$ cat config.mk
export PLATFORM = sky130hd
export DESIGN_NAME = tlst_fifo
export DESIGN_NICKNAME = d
export VERILOG_FILES = /design/src/design/tlst_fifo.sv
export SDC_FILE = /design/constraint.sdc
export NUM_CORES = 1
export LEC_CHECK = 0
export ABC_AREA = 1
export BUFFER_PORTS_ARGS = -buffer_cell sky130_fd_sc_hd__clkbuf_2
export CAP_MARGIN = 20
export CELL_PAD_IN_SITES_DETAIL_PLACEMENT = 1
export CELL_PAD_IN_SITES_GLOBAL_PLACEMENT = 2
export CORE_MARGIN = 2
export CORE_UTILIZATION = 28
export DETAILED_ROUTE_END_ITERATION = 10
export PLACE_DENSITY = 0.76
export SLEW_MARGIN = 15
export SYNTH_ARGS = -nofsm -noshare
export SYNTH_HDL_FRONTEND = slang
export SYNTH_SLANG_ARGS = --single-unit
$ cat constraint.sdc
create_clock -name clk_i -period 1.2 [get_ports clk_i]
set_input_delay 0.06 -clock clk_i [delete_from_list [all_inputs] [get_ports clk_i]]
set_output_delay 0.06 -clock clk_i [all_outputs]
set_load 0.02 [all_outputs]
$ cat src/design/tlst_fifo.sv
`default_nettype none
module tlst_fifo #(
  parameter int unsigned Width = 8
) (
  input  wire logic             clk_i,
  input  wire logic             rst_ni,
  input  wire logic             push_i,
  input  wire logic [Width-1:0] wdata_i,
  output logic                  full_o,
  input  wire logic             pop_i,
  output logic [Width-1:0]      rdata_o,
  output logic                  empty_o
);

  logic [Width-1:0] mem_q [2];
  logic       wr_ptr_q, wr_ptr_d;
  logic       rd_ptr_q, rd_ptr_d;
  logic [1:0] cnt_q, cnt_d;
  logic       do_push, do_pop;

  assign full_o  = cnt_q == 2'd2;
  assign empty_o = cnt_q == 2'd0;
  assign do_push = push_i && !full_o;
  assign do_pop  = pop_i && !empty_o;
  assign rdata_o = mem_q[rd_ptr_q];

  always_comb begin
    wr_ptr_d = do_push ? ~wr_ptr_q : wr_ptr_q;
    rd_ptr_d = do_pop ? ~rd_ptr_q : rd_ptr_q;
    cnt_d    = cnt_q + {1'b0, do_push} - {1'b0, do_pop};
  end

  always_ff @(posedge clk_i or negedge rst_ni) begin
    if (!rst_ni) begin
      wr_ptr_q <= 1'b0;
      rd_ptr_q <= 1'b0;
      cnt_q    <= 2'd0;
    end else begin
      wr_ptr_q <= wr_ptr_d;
      rd_ptr_q <= rd_ptr_d;
      cnt_q    <= cnt_d;
    end
  end

  always_ff @(posedge clk_i) begin
    if (do_push) begin
      mem_q[wr_ptr_q] <= wdata_i;
    end
  end

endmodule
`default_nettype wire

==> summary.md <==
| Metric | Value |
|---|---|
| R2R depth | `9` |
| Top-count cell post-synth | `nand2_1` |
| Area share of the largest cell type after synthesis | `57.8%` |
| Final Setup Violations | `28` |
| Clock root buffer | `clkbuf_4` |
| Area of the multi-input gates | `330 sq um` |
| WHS Endpoint | `wr_ptr_q` |
| Initial DRC count | `7` |
| H-tree levels | `1` |
| Final Hold Fails | `0` |
| Worst Skew | `0.00799 ns` |
| Fill cell count | `293` |
| Vias per cell | `4.35` |
| Startpoint Class | `register` |
| Vias in the first global route | `790` |
| Final hold slack | `0.0251 ns` |
| Overall Global Routing Usage | `13.5%` |
| Final setup margin | `-0.141 ns` |
| Starting Density | `29.9%` |
| Fin cells | `163` |
| Placement row count | `19` |
| ANT cells | `0` |
| Reg2reg setup slack | `-0.14 ns` |
| I/O pin total | `22` |
| Worst hold path startpoint | `push_i` |
| Peak VDD IR | `1.54 mV` |
| Setup crit end kind | `register` |
| Synth cell count leaders | `nand2_1, edfxtp_1, inv_1` |
| CP Max Fanout | `3` |
| Sequential-to-total area share from yosys stat | `69.9%` |
| WP data arrival | `1.55 ns` |
| Crit path time final | `1.34 ns` |
| Die W | `58.5 microns` |
| Register Area | `582 sq um` |
| Mapped cell area | `831 sq um` |
| Final Power | `3.86 mW` |
| Reg2reg start | `cnt_q[1]` |
| Die Ht | `58.5 microns` |
| Routability Congestion | `0.636` |
| PortBufs | `21` |
| P_sw | `1.50 mW` |
| Max-Cap Viols | `0` |
| Slew @ Worst Pin | `0.231 ns` |
| EDFF count, synth | `16` |
| Async SR Flop Fraction | `20.0%` |
| DRT Pass-1 Iters | `2` |
| Internal power | `2.36 mW` |
| Core Box Area | `2780 sq um` |
| Reg2reg end | `cnt_q[1]` |
| Routed Antenna Nets | `0` |
| Slew Limit Headroom | `84.6%` |
| Post-synth top flop | `edfxtp_1` |
| TritonCTS buffer count | `3` |
| Clock Latency Late Sink | `0.30 ns` |
| Post-Syn Instances | `75` |
| Global-route wire length before repair | `3430 microns` |
| Pleak | `0.714 nW` |
| Dominant cells by area after synthesis | `edfxtp_1, nand2_1, dfrtp_1, inv_1, ha_1` |
| Die area | `3420 sq um` |
| Hold path depth | `3` |
| Unrepaired setup endpoints after global routing | `yes` |
| # nets final | `147` |
| Clk slew on worst S/H paths | `0.12 ns` |
| Worst Path Required | `1.40 ns` |
| Gr ovfl total | `0` |
| Max Slew Vio Count | `0` |
| Ratio of cells with drive above 1 in the final layout | `65.9%` |
| CTS tree | `built` |
| Final worst path period share | `112%` |
| Via count | `709` |
| F_max | `0.746 GHz` |
| Wire length per cell | `14.1 microns` |
| Status | `finished with violations` |
| Synthesized Nets | `89` |
| Largest net degree at the start of global routing | `12` |
| Clock share of power | `8.5%` |
| Final WL | `2300 microns` |
| Sequential share of power | `29.3%` |
| Gate power share | `62.2%` |
| Clk buf depth | `2` |
| Area grow syn2layout | `82.5%` |
| Drt drc | `0` |
| Initial antenna violation count | `0` |
| Failing checks | `negative setup slack` |
| Synth Warn # | `0` |
| Leading area contributor after synthesis | `edfxtp_1` |
| Min-Delay Path Class | `in -> reg` |
| Sw Share | `38.9%` |
| Pwr Density | `2540 nW/um^2` |
| #FFs+latches synth | `20` |
| Half-perimeter wire length after placement | `1380 microns` |
| WS Path Type | `reg -> reg` |
| Yosys cell types | `12` |
| Placed cells | `136` |
| Clock sink count | `20` |
| Post-Syn Area per Cell | `11.1 sq um` |
==> area by class of cell <==
| type | count | area share [%] |
|---|---|---|
| flip-flops and latches | 20 | 38.4 |
| repair buffers | 53 | 31.8 |
| multi-input cells | 43 | 21.8 |
| inverters | 11 | 3.22 |
| well taps | 31 | 2.56 |
| clock buffers | 3 | 1.49 |
| repair inverters | 1 | 0.578 |
| clock inverters | 1 | 0.248 |
==> layer usage <==
layer / track usage, % / vias to the layer above / wire length (microns)
li1: - / 351 / -
met5: 0 / - / 0
met1: 15.5 / 345 / 911
met3: 0.659 / 2 / 43
met2: 25.0 / 11 / 1310
met4: 6.98 / 0 / 34
==> state kept, by name, indices dropped and copies added (netlist names) <==
signal	count
wr_ptr_q	1
mem_q	16
rd_ptr_q	1
cnt_q	2
==> worst max-delay path, cell delays in order, from the launching register on <==
cell and delay [ns]:
dfrtp_1 0.43, inv_2 0.08, nand2_2 0.06, nand2_2 0.08
inv_2 0.05, ha_4 0.25, inv_2 0.04, ha_4 0.15
nand3_2 0.06, nand2_1 0.05
==> timing repair <==
action                                 4_1_cts  5_1_grt
gates resized for setup                     41       38
endpoints found under the hold margin       20        0
pin swaps                                   10       15
hold buffers                                 9        0
buffers inserted                            10        4
cloned                                       1        0
setup endpoints to repair                   28       28
==> through the flow <==
stage	setup TNS [ns]	instance area (sq um)	utilization, %	setup slack [ns]
after floorplan	-0.145	833	-	-0.0896
after global placement	-0.718	1040	37.4	-0.106
after detailed placement	-1.06	1040	37.4	-0.176
after CTS	-1.99	1380	49.5	-0.113
after global routing	-4.19	1520	54.5	-0.200
final	-2.38	1520	54.5	-0.141
==> worst max-delay path by stage <==
| stage | slack (ns) | endpoint | startpoint |
|---|---|---|---|
| floorplan | -0.09 | cnt_q[1] | cnt_q[1] |
| global placement | -0.11 | cnt_q[1] | cnt_q[1] |
| detailed placement | -0.18 | cnt_q[1] | cnt_q[1] |
| CTS | -0.11 | cnt_q[1] | cnt_q[1] |
| global route | -0.20 | cnt_q[1] | cnt_q[1] |
| finish | -0.14 | cnt_q[1] | cnt_q[1] |
==> power groups by stage <==
| stage | Clock, mW | Combinational, mW | Sequential, mW |
|---|---|---|---|
| after global placement | 0 | 1.19 | 1.08 |
| final | 0.329 | 2.40 | 1.13 |
| after detailed placement | 0 | 1.24 | 1.09 |
| after CTS | 0.326 | 1.92 | 1.10 |
| after global routing | 0.377 | 2.57 | 1.15 |
| after floorplan | 0 | 0.777 | 1.03 |
==> cells in the final DEF (no fill, tap or decap) <==
| cell type | count |
|---|---|
| inv_4 | 1 |
| inv_2 | 5 |
| dfrtp_1 | 3 |
| nor2_2 | 1 |
| buf_8 | 7 |
| ha_4 | 2 |
| clkbuf_4 | 3 |
| nand2_1 | 11 |
| nand2_4 | 9 |
| edfxtp_1 | 16 |
| nand3_1 | 1 |
| buf_6 | 8 |
| clkinv_4 | 2 |
| dfrtp_2 | 1 |
| dlygate4sd3_1 | 9 |
| inv_1 | 4 |
| buf_4 | 17 |
| clkinv_1 | 1 |
| clkbuf_2 | 11 |
| clkbuf_8 | 1 |
| nand2_2 | 17 |
| nand3_2 | 2 |
==> cells by family after synthesis <==
family	Yosys count	share of synthesized area, %
adders and majority gates	2	3.01
and+or+nand+nor	41	20.2
buffers and inverters	12	6.93
DFF	20	69.9
No activity file was read; power rests on OpenSTA's default activity.
